File: src/hw/rtl/sector_page_cache_lru_lookup_macros.svh
// ----------------------------------------------------------------------------
// sector page cache assertion macros
// shared property forms for the lookup engine checks
// ----------------------------------------------------------------------------
`ifndef SECTOR_PAGE_CACHE_LRU_LOOKUP_MACROS_SVH
`define SECTOR_PAGE_CACHE_LRU_LOOKUP_MACROS_SVH

// same-cycle implication
`define SPC_ASSERT_NOW(label, ante, cons, msg) \
   label: assert property (@(posedge clock) disable iff (reset) (ante) |-> (cons)) \
      else $error(msg);

// next-cycle implication
`define SPC_ASSERT_NEXT(label, ante, cons, msg) \
   label: assert property (@(posedge clock) disable iff (reset) (ante) |=> (cons)) \
      else $error(msg);

`endif

File: src/hw/rtl/spc_pkg.sv
// ----------------------------------------------------------------------------
// sector page cache package
// shared widths, codes and structs of the lookup engine
// ----------------------------------------------------------------------------
`default_nettype none

package spc_pkg;

   localparam int SECTOR_W = 32;
   localparam int LEN_W    = 9;
   localparam int STAMP_W  = 32;
   localparam int OFS_W    = 8;

   localparam logic [LEN_W-1:0]   SPP_RESET  = 9'd16;
   localparam logic [LEN_W-1:0]   LEN_MAX    = 9'd256;
   localparam logic [LEN_W-1:0]   LEN_MIN    = 9'd1;
   localparam logic [STAMP_W-1:0] STAMP_MAX  = 32'hFFFF_FFFF;
   localparam logic               SLOT_EMPTY = 1'b1;

   typedef enum logic [1:0] {
      ST_IDLE,
      ST_SCAN,
      ST_FINISH
   } state_type;

   typedef enum logic [1:0] {
      UPD_NONE,
      UPD_TOUCH,
      UPD_FILL,
      UPD_CLEAR
   } upd_op_type;

   typedef struct packed {
      upd_op_type          op;
      logic [SECTOR_W-1:0] base;
      logic [LEN_W-1:0]    len;
      logic [STAMP_W-1:0]  stamp;
   } upd_type;

   typedef struct packed {
      logic hit;
      logic got_free;
   } scan_flags_type;

endpackage

`default_nettype wire

File: src/hw/rtl/spc_rem_div.sv
// ----------------------------------------------------------------------------
// sector page cache remainder unit
// restoring division of the sector by the page length, one bit per cycle
// ----------------------------------------------------------------------------
`default_nettype none

module spc_rem_div
   import spc_pkg::*;
(
   input  wire logic                clock,
   input  wire logic                reset,
   input  wire logic                start,
   input  wire logic [SECTOR_W-1:0] dividend,
   input  wire logic [LEN_W-1:0]    divisor,
   output logic      [OFS_W-1:0]    remainder
);

   localparam int STEP_W = $clog2(SECTOR_W + 1);
   localparam logic [STEP_W-1:0] DIV_STEPS = STEP_W'(SECTOR_W);

   logic [SECTOR_W-1:0] dvd_ff, dvd_in;
   logic [LEN_W-1:0]    dvs_ff, dvs_in;
   logic [OFS_W-1:0]    rem_ff, rem_in;
   logic [STEP_W-1:0]   step_ff, step_in;
   logic [LEN_W-1:0]    trial;
   logic [LEN_W-1:0]    diff;

   always_comb begin
      trial   = {rem_ff, dvd_ff[SECTOR_W-1]};
      diff    = trial - dvs_ff;
      dvd_in  = dvd_ff;
      dvs_in  = dvs_ff;
      rem_in  = rem_ff;
      step_in = step_ff;
      if (start) begin
         dvd_in  = dividend;
         dvs_in  = divisor;
         rem_in  = '0;
         step_in = DIV_STEPS;
      end else if (step_ff != '0) begin
         dvd_in  = {dvd_ff[SECTOR_W-2:0], 1'b0};
         rem_in  = (trial >= dvs_ff) ? diff[OFS_W-1:0] : trial[OFS_W-1:0];
         step_in = step_ff - 1'b1;
      end
   end

   always_ff @(posedge clock) begin
      dvd_ff <= dvd_in;
      dvs_ff <= dvs_in;
      rem_ff <= rem_in;
      if (reset) begin
         step_ff <= '0;
      end else begin
         step_ff <= step_in;
      end
   end

   assign remainder = rem_ff;

endmodule

`default_nettype wire

File: src/hw/rtl/spc_cell.sv
// ----------------------------------------------------------------------------
// sector page cache entry cell
// one cache entry plus its stage of the hit and victim scan chain
// ----------------------------------------------------------------------------
`default_nettype none

module spc_cell
   import spc_pkg::*;
#(
   parameter int IDX_W = 3,
   parameter int IDX   = 0
) (
   input  wire logic                 clock,
   input  wire logic                 reset,
   input  wire logic [SECTOR_W-1:0]  sector,
   input  wire upd_type              upd,
   input  wire logic [IDX_W-1:0]     upd_idx,
   input  wire scan_flags_type       flags_prev,
   input  wire logic [IDX_W-1:0]     idx_prev,
   input  wire logic [SECTOR_W-1:0]  base_prev,
   input  wire logic [STAMP_W-1:0]   oldest_prev,
   output scan_flags_type            flags_next,
   output logic      [IDX_W-1:0]     idx_next,
   output logic      [SECTOR_W-1:0]  base_next,
   output logic      [STAMP_W-1:0]   oldest_next
);

   localparam logic [IDX_W-1:0] MY_IDX = IDX_W'(IDX);

   logic [SECTOR_W-1:0] base_ff, base_in;
   logic [LEN_W-1:0]    len_ff, len_in;
   logic                free_ff, free_in;
   logic [STAMP_W-1:0]  last_ff, last_in;

   scan_flags_type      flags_ff, flags_in;
   logic [IDX_W-1:0]    idx_ff, idx_in;
   logic [SECTOR_W-1:0] hbase_ff, hbase_in;
   logic [STAMP_W-1:0]  oldest_ff, oldest_in;

   logic [SECTOR_W:0]   page_end;
   logic                match;
   logic                sel;

   // entry update
   always_comb begin
      sel     = (upd_idx == MY_IDX);
      base_in = base_ff;
      len_in  = len_ff;
      free_in = free_ff;
      last_in = last_ff;
      unique case (upd.op)
         UPD_NONE: begin
         end
         UPD_TOUCH: begin
            if (sel) begin
               last_in = upd.stamp;
            end
         end
         UPD_FILL: begin
            if (sel) begin
               base_in = upd.base;
               len_in  = upd.len;
               free_in = ~SLOT_EMPTY;
               last_in = upd.stamp;
            end
         end
         UPD_CLEAR: begin
            base_in = '0;
            len_in  = '0;
            free_in = SLOT_EMPTY;
            last_in = '0;
         end
         default: begin
         end
      endcase
   end

   // scan stage
   always_comb begin
      page_end  = {1'b0, base_ff} + {{(SECTOR_W + 1 - LEN_W){1'b0}}, len_ff};
      match     = (free_ff != SLOT_EMPTY) && (sector >= base_ff) &&
                  ({1'b0, sector} < page_end);
      flags_in  = flags_prev;
      idx_in    = idx_prev;
      hbase_in  = base_prev;
      oldest_in = oldest_prev;
      priority if (flags_prev.hit) begin
      end else if (match) begin
         flags_in.hit = 1'b1;
         idx_in       = MY_IDX;
         hbase_in     = base_ff;
      end else if (!flags_prev.got_free &&
                   (free_ff == SLOT_EMPTY || last_ff < oldest_prev)) begin
         flags_in.got_free = (free_ff == SLOT_EMPTY);
         idx_in            = MY_IDX;
         oldest_in         = last_ff;
      end
   end

   always_ff @(posedge clock) begin
      idx_ff    <= idx_in;
      hbase_ff  <= hbase_in;
      oldest_ff <= oldest_in;
      if (reset) begin
         base_ff  <= '0;
         len_ff   <= '0;
         free_ff  <= SLOT_EMPTY;
         last_ff  <= '0;
         flags_ff <= '0;
      end else begin
         base_ff  <= base_in;
         len_ff   <= len_in;
         free_ff  <= free_in;
         last_ff  <= last_in;
         flags_ff <= flags_in;
      end
   end

   assign flags_next  = flags_ff;
   assign idx_next    = idx_ff;
   assign base_next   = hbase_ff;
   assign oldest_next = oldest_ff;

endmodule

`default_nettype wire

File: src/hw/rtl/sector_page_cache_lru_lookup.sv
// ----------------------------------------------------------------------------
// sector page cache lru lookup
// tag and replacement engine of a fully associative disk-sector page cache
// ----------------------------------------------------------------------------
// usage
//   req channel (req_valid / req_stall): one beat is a lookup (req_func 0)
//   or a clear of all entries (req_func 1). rsp channel (rsp_valid /
//   rsp_stall): one beat per request with hit, entry index, page base,
//   offset in page and fill flag. csr_wr_en / csr_wr_data set the page
//   length in sectors; write only while the block is idle.
//   in the scan the sector is divided by the page length one bit per
//   cycle while the request walks the row of entry cells one cell per
//   cycle. the result register loads in ST_FINISH after the scan, then
//   the block returns to idle; a clear goes straight to ST_FINISH.
//   req_stall is high while a request is in work. the result register is
//   separate, so a new request is taken while a result waits; if rsp_stall
//   holds the old result, the finished request waits for it to drain.
//   reset frees every entry, zeroes the use clock, sets 16 sectors per
//   page and empties the result register.
// ----------------------------------------------------------------------------
`default_nettype none

module sector_page_cache_lru_lookup
   import spc_pkg::*;
#(
   parameter int PAGES = 8
) (
   input  wire logic                clock,
   input  wire logic                reset,
   input  wire logic                req_valid,
   output logic                     req_stall,
   input  wire logic                req_func,
   input  wire logic [SECTOR_W-1:0] req_sector,
   output logic                     rsp_valid,
   input  wire logic                rsp_stall,
   output logic                     rsp_hit,
   output logic      [2:0]          rsp_entry_index,
   output logic      [SECTOR_W-1:0] rsp_page_base,
   output logic      [OFS_W-1:0]    rsp_sector_in_page,
   output logic                     rsp_fill_needed,
   input  wire logic                csr_wr_en,
   input  wire logic [LEN_W-1:0]    csr_wr_data
);

   localparam int IDX_W       = $clog2(PAGES);
   localparam int SCAN_CYCLES = (PAGES > SECTOR_W) ? PAGES : SECTOR_W;
   localparam int CNT_W       = $clog2(SCAN_CYCLES);
   localparam logic [CNT_W-1:0] CNT_LAST = CNT_W'(SCAN_CYCLES - 1);

   state_type state_ff, state_in;

   logic [LEN_W-1:0]    spp_ff, spp_in;
   logic                func_ff, func_in;
   logic [SECTOR_W-1:0] sector_ff, sector_in;
   logic [LEN_W-1:0]    len_ff, len_in;
   logic [CNT_W-1:0]    cnt_ff, cnt_in;
   logic [STAMP_W-1:0]  use_clock_ff, use_clock_in;

   logic                rsp_valid_ff, rsp_valid_in;
   logic                hit_ff, hit_in;
   logic [IDX_W-1:0]    idx_ff, idx_in;
   logic [SECTOR_W-1:0] pbase_ff, pbase_in;
   logic [OFS_W-1:0]    ofs_ff, ofs_in;
   logic                fill_ff, fill_in;

   logic                accept;
   logic                load;
   logic                look_load;
   logic                miss_load;
   logic [LEN_W-1:0]    len_clamped;
   logic [OFS_W-1:0]    rem;
   logic [SECTOR_W-1:0] miss_base;
   logic [SECTOR_W-1:0] hit_ofs;
   logic [STAMP_W-1:0]  stamp;
   logic [IDX_W+2:0]    idx_ext;
   upd_type             upd;

   scan_flags_type      chain_flags  [PAGES+1];
   logic [IDX_W-1:0]    chain_idx    [PAGES+1];
   logic [SECTOR_W-1:0] chain_base   [PAGES+1];
   logic [STAMP_W-1:0]  chain_oldest [PAGES+1];

   assign accept = req_valid && !req_stall;

   always_comb begin
      priority if (spp_ff == '0) begin
         len_clamped = LEN_MIN;
      end else if (spp_ff > LEN_MAX) begin
         len_clamped = LEN_MAX;
      end else begin
         len_clamped = spp_ff;
      end
   end

   spc_rem_div u_rem_div (
      .clock     (clock),
      .reset     (reset),
      .start     (accept),
      .dividend  (req_sector),
      .divisor   (len_clamped),
      .remainder (rem)
   );

   assign chain_flags[0]  = '0;
   assign chain_idx[0]    = '0;
   assign chain_base[0]   = '0;
   assign chain_oldest[0] = STAMP_MAX;

   for (genvar g = 0; g < PAGES; g++) begin : g_entry
      spc_cell #(
         .IDX_W (IDX_W),
         .IDX   (g)
      ) u_entry (
         .clock       (clock),
         .reset       (reset),
         .sector      (sector_ff),
         .upd         (upd),
         .upd_idx     (chain_idx[PAGES]),
         .flags_prev  (chain_flags[g]),
         .idx_prev    (chain_idx[g]),
         .base_prev   (chain_base[g]),
         .oldest_prev (chain_oldest[g]),
         .flags_next  (chain_flags[g+1]),
         .idx_next    (chain_idx[g+1]),
         .base_next   (chain_base[g+1]),
         .oldest_next (chain_oldest[g+1])
      );
   end

   assign stamp     = use_clock_ff + 1'b1;
   assign miss_base = sector_ff - {{(SECTOR_W - OFS_W){1'b0}}, rem};
   assign hit_ofs   = sector_ff - chain_base[PAGES];

   always_ff @(posedge clock) begin
      if (reset) begin
         state_ff <= ST_IDLE;
      end else begin
         state_ff <= state_in;
      end
   end

   always_comb begin
      state_in     = state_ff;
      req_stall    = 1'b1;
      load         = 1'b0;
      func_in      = func_ff;
      sector_in    = sector_ff;
      len_in       = len_ff;
      cnt_in       = cnt_ff;
      upd.op       = UPD_NONE;
      upd.base     = miss_base;
      upd.len      = len_ff;
      upd.stamp    = stamp;
      use_clock_in = use_clock_ff;
      unique case (state_ff)
         ST_IDLE: begin
            req_stall = 1'b0;
            if (req_valid) begin
               func_in   = req_func;
               sector_in = req_sector;
               len_in    = len_clamped;
               cnt_in    = '0;
               state_in  = req_func ? ST_FINISH : ST_SCAN;
            end
         end
         ST_SCAN: begin
            cnt_in = cnt_ff + 1'b1;
            if (cnt_ff == CNT_LAST) begin
               state_in = ST_FINISH;
            end
         end
         ST_FINISH: begin
            if (!rsp_valid_ff || !rsp_stall) begin
               load     = 1'b1;
               state_in = ST_IDLE;
               if (func_ff) begin
                  upd.op = UPD_CLEAR;
               end else begin
                  upd.op       = chain_flags[PAGES].hit ? UPD_TOUCH : UPD_FILL;
                  use_clock_in = stamp;
               end
            end
         end
         default: begin
            state_in = ST_IDLE;
         end
      endcase
   end

   always_comb begin
      spp_in       = csr_wr_en ? csr_wr_data : spp_ff;
      rsp_valid_in = rsp_valid_ff && rsp_stall;
      hit_in       = hit_ff;
      idx_in       = idx_ff;
      pbase_in     = pbase_ff;
      ofs_in       = ofs_ff;
      fill_in      = fill_ff;
      if (load) begin
         rsp_valid_in = 1'b1;
         if (func_ff) begin
            hit_in   = 1'b0;
            idx_in   = '0;
            pbase_in = '0;
            ofs_in   = '0;
            fill_in  = 1'b0;
         end else if (chain_flags[PAGES].hit) begin
            hit_in   = 1'b1;
            idx_in   = chain_idx[PAGES];
            pbase_in = chain_base[PAGES];
            ofs_in   = hit_ofs[OFS_W-1:0];
            fill_in  = 1'b0;
         end else begin
            hit_in   = 1'b0;
            idx_in   = chain_idx[PAGES];
            pbase_in = miss_base;
            ofs_in   = rem;
            fill_in  = 1'b1;
         end
      end
   end

   always_ff @(posedge clock) begin
      func_ff   <= func_in;
      sector_ff <= sector_in;
      len_ff    <= len_in;
      cnt_ff    <= cnt_in;
      hit_ff    <= hit_in;
      idx_ff    <= idx_in;
      pbase_ff  <= pbase_in;
      ofs_ff    <= ofs_in;
      fill_ff   <= fill_in;
      if (reset) begin
         spp_ff       <= SPP_RESET;
         use_clock_ff <= '0;
         rsp_valid_ff <= 1'b0;
      end else begin
         spp_ff       <= spp_in;
         use_clock_ff <= use_clock_in;
         rsp_valid_ff <= rsp_valid_in;
      end
   end

   assign idx_ext            = {3'b000, idx_ff};
   assign rsp_valid          = rsp_valid_ff;
   assign rsp_hit            = hit_ff;
   assign rsp_entry_index    = idx_ext[2:0];
   assign rsp_page_base      = pbase_ff;
   assign rsp_sector_in_page = ofs_ff;
   assign rsp_fill_needed    = fill_ff;

   assign look_load = load && !func_ff;
   assign miss_load = look_load && !chain_flags[PAGES].hit;

`include "sector_page_cache_lru_lookup_macros.svh"

   `SPC_ASSERT_NOW(a_hit_fill_excl, rsp_valid_ff, !(hit_ff && fill_ff), "hit and fill both set")
   `SPC_ASSERT_NOW(a_rem_in_page, miss_load, (rem < len_ff), "remainder not below page length")
   `SPC_ASSERT_NEXT(a_clock_step, look_load, (use_clock_ff == $past(stamp)), "use clock stalled")

endmodule

`default_nettype wire
File: config.mk
export PLATFORM = sky130hd
export DESIGN_NAME = sector_page_cache_lru_lookup
export DESIGN_NICKNAME = d
export VERILOG_FILES = /design/src/hw/rtl/spc_pkg.sv /design/src/hw/rtl/spc_rem_div.sv /design/src/hw/rtl/spc_cell.sv /design/src/hw/rtl/sector_page_cache_lru_lookup.sv
export VERILOG_INCLUDE_DIRS = /design/src /design/src/hw/rtl
export SDC_FILE = /design/constraint.sdc
export NUM_CORES = 2
export LEC_CHECK = 0
export BUFFER_PORTS_ARGS = -buffer_cell sky130_fd_sc_hd__buf_2
export CORE_AREA = 2 2 366 331
export CTS_CLUSTER_SIZE = 24
export DETAILED_ROUTE_END_ITERATION = 8
export DIE_AREA = 0 0 368 333
export HOLD_SLACK_MARGIN = 0.06
export PLACE_DENSITY = 0.77
export SLEW_MARGIN = 20
export SYNTH_ARGS = -nofsm -noshare
export SYNTH_HDL_FRONTEND = slang
export SYNTH_SLANG_ARGS = --single-unit
File: constraint.sdc
create_clock -name clock -period 4.7 [get_ports clock]
set_input_delay 0.47 -clock clock [delete_from_list [all_inputs] [get_ports clock]]
set_output_delay 0.47 -clock clock [all_outputs]
set_load 0.03 [all_outputs]
# After elaboration in Yosys (flattened, before gate mapping)
# Cells that the tools add are included.
[totals]
word_cells = 417
input_bits = 47
reg_bits = 1299
out_inout_bits = 47
[op_classes]
bitwise = 10
muxes = 171
reduce_logical = 76
magnitude_cmp = 26
n_addsub = 14
eq_ne = 32
[op_table]
columns = ["cell", "count"]
rows = [
  ["$mux W32", 51],
  ["$pmux W32 S2", 16],
  ["$add A32 B9 Y33", 8],
  ["$lt A32 B33 Y1", 8],
  ["$ge A32 B32 Y1", 8],
  ["$lt A32 B32 Y1", 7],
  ["$pmux W9 S2", 8],
  ["$mux W9", 10],
  ["$mux W3", 18],
  ["$mux W1", 38],
  ["$reduce_and A2 Y1", 18],
  ["$add A32 B1 Y32 const B", 1],
  ["$lt A32 B32 Y1 const B", 1],
  ["$ne A2 B1 Y1 const B", 16],
  ["$sub A32 B8 Y32", 1],
  ["$mux W2", 15],
  ["$logic_and A1 B1 Y1", 25],
  ["$mux W8", 2],
  ["$pmux W1 S2", 8],
  ["$sub A8 B8 Y8", 2],
  ["$eq A3 B3 Y1 const B", 4],
  ["$mux W6", 2],
  ["$not A1 Y1", 10],
  ["$pmux W5 S2", 1],
  ["other kinds (22)", 51],
]

# Depth between registers and ports, before layout
[depth]
depth_word = 8
ltp_mapped = 22
ltp_nobuf = 20

# Modules after synthesis
# Synthesis repeated with hierarchy kept, for this count alone.
[unflattened]
hier_cells = 7823
hier_area_um2 = 72978.7
[by_module_without_submodules]
columns = ["mod", "cells_per_inst", "seq_area_each_um2", "n_inst", "area_each_um2"]
rows = [
  ["spc_cell (g_entry[1].u_entry ...)", 839, 2862.7, 2, 7746.2],
  ["spc_cell (g_entry[2].u_entry)", 945, 2862.7, 1, 8300.5],
  ["spc_cell (g_entry[3].u_entry)", 943, 2862.7, 1, 8294.2],
  ["spc_cell (g_entry[7].u_entry)", 838, 2862.7, 1, 7871.3],
  ["spc_cell (g_entry[5].u_entry)", 840, 2862.7, 1, 7767.4],
  ["spc_cell (g_entry[0].u_entry)", 843, 2862.7, 1, 7766.2],
  ["spc_cell (g_entry[6].u_entry)", 828, 2862.7, 1, 7699.9],
  ["sector_page_cache_lru_lookup", 688, 3643.5, 1, 7008.0],
  ["spc_rem_div", 220, 1511.4, 1, 2778.9],
]

# Worst setup path before layout
# OpenSTA, ideal clock, no wires.
[synth_timing]
path_type = "register -> register"
from = "reg g_entry[1].u_entry.base_ff[0]"
to = "reg g_entry[1].u_entry.hbase_ff[21]"
period_less_slack_ns = 4.915
path_stages_with_launch = 22
setup_slack_ns = -0.215
path_buffers = 2
required_ns = 4.577
setup_time_ns = 0.123
arrival_ns = 4.791
cell_sequence = "dfxtp_1 ha_1 fa_1 nand2_1 a21oi_1 o211a_1 o21a_1 nor2_1 nor3_1 nand4_1 xnor2_1 ha_1 and2_1 a221o_1 or4_1 nor4b_1 nor3_1 a2111oi_4 and2_1 buf_2 buf_6 mux2_1"
[synth_via]
elab_chain_cells = 5
word_cells_on_any_way = 7
cone_classes = "add/sub (1); order compare (2); mux (2); reduce/logical (2)"
[synth_lines]
columns = ["element", "line", "rtl"]
rows = [
  ["start, declared", "spc_cell.sv:30", "logic [SECTOR_W-1:0] base_ff, base_in;"],
  ["start signal, assigned", "spc_cell.sv:111", "base_ff <= base_in;"],
  ["$add A32 B9 Y33 or $ge A32 B32 Y1 (tied branches)", "spc_cell.sv:80, spc_cell.sv:81", ""],
  ["$lt A32 B33 Y1 or $logic_and A1 B1 Y1 (tied branches)", "spc_cell.sv:82, spc_cell.sv:81", ""],
  ["$logic_and A1 B1 Y1 *", "spc_cell.sv:81", "match = (free_ff != SLOT_EMPTY) && (sector >= base_ff) &&"],
  ["$mux W32 *", "spc_cell.sv:88", "end else if (match) begin"],
  ["$mux W32 *", "spc_cell.sv:87", "priority if (flags_prev.hit) begin"],
  ["net g_entry[1].u_entry.hbase_in[21]", "spc_cell.sv:37", "logic [SECTOR_W-1:0] hbase_ff, hbase_in;"],
  ["end signal, assigned", "spc_cell.sv:102", "hbase_ff <= hbase_in;"],
  ["end, declared", "spc_cell.sv:37", ""],
]
# Mark *: on every way through the listed nets, which the timed path passes. The rest lies on a longest branch.
# A chain may end at the register's enable or synchronous reset.

# Final worst setup path
[layout_timing]
from = "reg g_entry[5].u_entry.len_ff[0]"
to = "reg g_entry[5].u_entry.hbase_ff[25]"
[layout_via]
elab_chain_cells = 5
[layout_lines]
columns = ["element", "line", "rtl"]
rows = [
  ["start, declared", "spc_cell.sv:31", "logic [LEN_W-1:0] len_ff, len_in;"],
  ["start signal, assigned", "spc_cell.sv:112", "len_ff <= len_in;"],
  ["$add A32 B9 Y33", "spc_cell.sv:80", "page_end = {1'b0, base_ff} + {{(SECTOR_W + 1 - LEN_W){1'b0}}, len_ff};"],
  ["$lt A32 B33 Y1", "spc_cell.sv:82", "({1'b0, sector} < page_end);"],
  ["$logic_and A1 B1 Y1", "spc_cell.sv:81", ""],
  ["$mux W32", "spc_cell.sv:88", ""],
  ["$mux W32", "spc_cell.sv:87", ""],
  ["net g_entry[5].u_entry.hbase_in[25]", "spc_cell.sv:37", ""],
  ["end signal, assigned", "spc_cell.sv:102", ""],
  ["end, declared", "spc_cell.sv:37", ""],
]
# The timed path passes the listed nets, and every way through them passes these cells.

==> impl_metrics.tcl <==
set metrics [dict create \
    drive_above_1_share_pct 17.43 \
    layout_worst_path_cycle_share_pct 108.0 \
    clock_tree.root_cell "clkbuf_16" \
    drt-wirelength-per-cell_um 23.43 \
    tightest_slew_ns 1.147 \
    routed_via_density 6.228 \
    yosys_most_used_dff "dfxtp_1" \
    netlist.area_leader.share_pct 34.00 \
    routed_wirelength_um 231600 \
    global_route_wire_length_before_repair_um 342500 \
    path_max_fanout 8 \
    clock_sinks 1286 \
    yosysSeqAreaShare_pct 39.44 \
    floorplan.core_area_mm2 0.1186 \
    worstRegToRegCells 22 \
    async_flop_share_pct 0 \
    post-route-util_pct 68.80 \
    worstSetupPathType "reg -> reg" \
    worst_r2r_endpoint "g_entry[5].u_entry.base_next[25]" \
    die_area_mm2 0.1225 \
    post-route-cell-area_mm2 0.08160 \
    drt_drc_violations_left 0 \
    die-width_um 368 \
    clock_tree_from_tritoncts "built" \
    fin_hold_ws_ns 0.09703 \
    detailedRoute.firstIterationViolations 8132 \
    number_of_enable_type_register_cells_in_the_synthesized_netlist 124 \
    synth_area_mm2 0.06842 \
    initial_utilization_pct 57.69 \
    timing.critical_path.from_type "flip-flop" \
    timing.critical_path.depth 22 \
    dpl_cell_area_mm2 0.07373 \
    timing.critical_path.buf_inv 3 \
    synth_area_per_cell_um2 8.902 \
    power.leakage_uw 0.03232 \
    status "finished with violations" \
    setup.worst_path.start "g_entry[5].u_entry.len_ff[0]" \
    n_fill_cell 8859 \
    violations "setup timing" \
    critPathCaptureType "flip-flop" \
    powerDensity_mw_per_mm2 322.1 \
    dpl.hpwl_um 162600 \
    yosys.cell_types.count 84 \
    syn_inst 7686 \
    cp_data_arrival_time_ns 5.73 \
    firstDrtPassIters 8 \
    critical_path.reg2reg.startpoint "g_entry[5].u_entry.len_ff[0]" \
    die_h_um 333 \
    timing.final.max_slew_violations 0 \
    cts.clk_slew.worst_paths_ns 0.06 \
    final.min_clock_period_ns 5.075 \
    synth_area_leaders "dfxtp_1 (34%), ha_1 (15%), edfxtp_1 (5.4%)" \
    antenna_found_initial 9 \
    vias_in_the_first_global_route 58460 \
    irDropWorstVdd_v 0.0003829 \
    synthDominantAreaCellType "dfxtp_1" \
    worst_setup_path_endpoint "g_entry[5].u_entry.base_next[25]" \
    clk-insertion-delay-late_ns 0.79 \
    dr_total_vias 61560 \
    largest_net_degree_at_the_start_of_global_routing 198 \
    antenna_left 0 \
    highest_delay_cell_along_the_critical_path "a2111o_1" \
    finalHoldViolCount 0 \
    critPathMaxStageDelay_ns 0.39 \
    cts-htree-levels 4 \
    io-pin-count 94 \
    cts_made_buffers 137 \
    worstPathRequired_ns 5.36 \
    final_common_cell "dfxtp_1" \
    timing.final.setup_violations 271 \
    placement_rows 120 \
    finalNetCount 9070 \
    yosys_warnings 0 \
    hold_class "in -> reg" \
    seq_cells_post_synth 1286 \
    syn_nets 8569 \
    max-slew-margin-rel_pct 21.53 \
    areaGrowthSynthToFinish_pct 19.26 \
    path_delay_family "compound AO/OA/AOI/OAI gates" \
    finalWorstSetupSlack_ns -0.3746 \
    reg2reg_setup_slack_ns -0.37 \
    most-common-layout-cells "dfxtp_1 (1145), nand2_1 (930), ha_1 (814)" \
    finalWeightedCongestion 0.9988 \
    skew_ns 0.03332 \
    clock_path_buffers 3 \
    cp_cell_sequence "ha_4 > fa_2 > a211o_1 > a21oi_4 > o31ai_4 > nand2b_4 > nor4_4 > nand2_1 > nor3_2 > xnor2_1 > ha_1 > a21o_1 > a31oi_4 > nand4b_1 > a2111o_1 > a311o_1 > a211o_4 > nor2_4 > buf_4 > buf_6 > buf_12 > mux2_4" \
    maxCapViolations 0 \
    grt_setup_unrepaired "yes" \
    io_buffers 93 \
    max_freq_ghz 0.1971 \
    grt_usage_pct 36.08 \
    grt-ovfl-total 0 \
]
## cell families (layout without fill, tap and decap cells)
| family | after synthesis | in the layout | share of synthesized area [%] |
|---|---|---|---|
| multiplexers | 338 | 338 | 5.535 |
| buffers and inverters | 862 | 1473 | 4.811 |
| adder cells (fa/ha/maj) | 836 | 836 | 15.41 |
| AO/OA/AOI/OAI | 1631 | 1631 | 14.15 |
| XOR/XNOR | 338 | 338 | 4.326 |
| other | 0 | 1 | 0 |
| AND/OR/NAND/NOR | 2395 | 2395 | 16.33 |
| flip-flops | 1286 | 1286 | 39.44 |
## per-layer routing
metal  track usage, %  routed length [um]  vias up
met5                0                  22        -
met4            15.45               10600        4
met3            9.924               30260      697
met2            51.64               94400     3667
met1            50.71               96350    29160
li1                 -                   -    28030
## per-stage QoR
step / power, uW / setup TNS, ns / setup slack [ns] / std cells
after detailed placement: 15070 / -127.86 / -0.5868 / 9523
after global routing: 26970 / -82.47 / -0.4499 / 9883
after floorplan: 13750 / 0 / 0.004911 / 7686
after global placement: 14980 / -88.48 / -0.5206 / 9523
after CTS: 26100 / -14.02 / -0.2269 / 9860
final: 26290 / -37.44 / -0.3746 / 9884
## Yosys cell counts (24+ instances only)
library cell and count:
a31oi_1 61, o21a_1 38, nand3_1 342, or2_2 43, a21oi_1 585, inv_1 548
nand4_1 127, o22ai_1 33, mux2_1 29, nor3_1 104, edfxtp_1 124, a21o_1 106
and4_1 27, nand3b_1 42, mux2_2 294, ha_1 825, o211ai_1 24, nor2b_1 57
nand2b_1 49, nand2_1 943, xor2_1 81, o21ai_0 509, nor4_1 45, xnor2_1 257
clkbuf_1 265, buf_1 24, and3_1 40, and2_1 56, a211oi_1 71, dfxtp_1 1162
or3_1 39, nor2_1 444
## sequential cells by signal, summed over array words and instances, names as in the netlist, 2 cells and up
| name | cells |
|---|---|
| cnt_ff | 5 |
| spp_ff | 9 |
| g_entry.u_entry.flags_next | 15 |
| g_entry.u_entry.idx_next | 17 |
| u_rem_div.dvd_ff | 32 |
| rsp_page_base | 32 |
| state_ff | 2 |
| g_entry.u_entry.oldest_next | 224 |
| rsp_sector_in_page | 8 |
| use_clock_ff | 32 |
| g_entry.u_entry.base_ff | 256 |
| u_rem_div.remainder | 8 |
| g_entry.u_entry.len_ff | 72 |
| u_rem_div.step_ff | 6 |
| g_entry.u_entry.base_next | 256 |
| g_entry.u_entry.free_ff | 8 |
| len_ff | 9 |
| sector_ff | 32 |
| g_entry.u_entry.last_ff | 256 |
| rsp_entry_index | 3 |
## where the power goes
group          internal [uW]  leakage, uW  total (uW)  switching [uW]
logic                   1200       0.0195        3470            2270
registers              11500       0.0106       11700             266
clock network           6350      0.00224       11100            4750
## layout make-up
class	instances	area, um2	area share (%)
Inverter	548	2057	2.521
Antenna cell	1	2.502	0.003067
Clock inverter	59	674.4	0.8265
Sequential cell	1286	27010	33.10
Clock buffer	190	3892	4.770
Timing Repair Buffer	676	5922	7.257
Multi-Input combinational cell	5538	40060	49.09
Tap cell	1586	1984	2.432
## timing repair
action,in CTS,in global routing
endpoints found under the setup margin,496,499
gates resized for setup,248,241
hold buffers,44,0
buffers inserted,30,50
pin swaps,53,122
endpoints found under the hold margin,74,0
gates cloned,17,8
## worst min-delay path by stage
stage | startpoint | end | slack [ns] | cells past startpoint
after floorplan | g_entry[2].u_entry.idx_next[0] | g_entry[3].u_entry.idx_next[0] | 0.39 | 1
after global placement | g_entry[2].u_entry.idx_next[0] | g_entry[3].u_entry.idx_next[0] | 0.40 | 1
after detailed placement | g_entry[2].u_entry.idx_next[1] | g_entry[3].u_entry.idx_next[1] | 0.39 | 1
after CTS | reset | state_ff[1] | 0.09 | 2
after global routing | reset | state_ff[1] | 0.12 | 2
final | reset | state_ff[1] | 0.1 | 2
(Power assumes the default switching activity.)
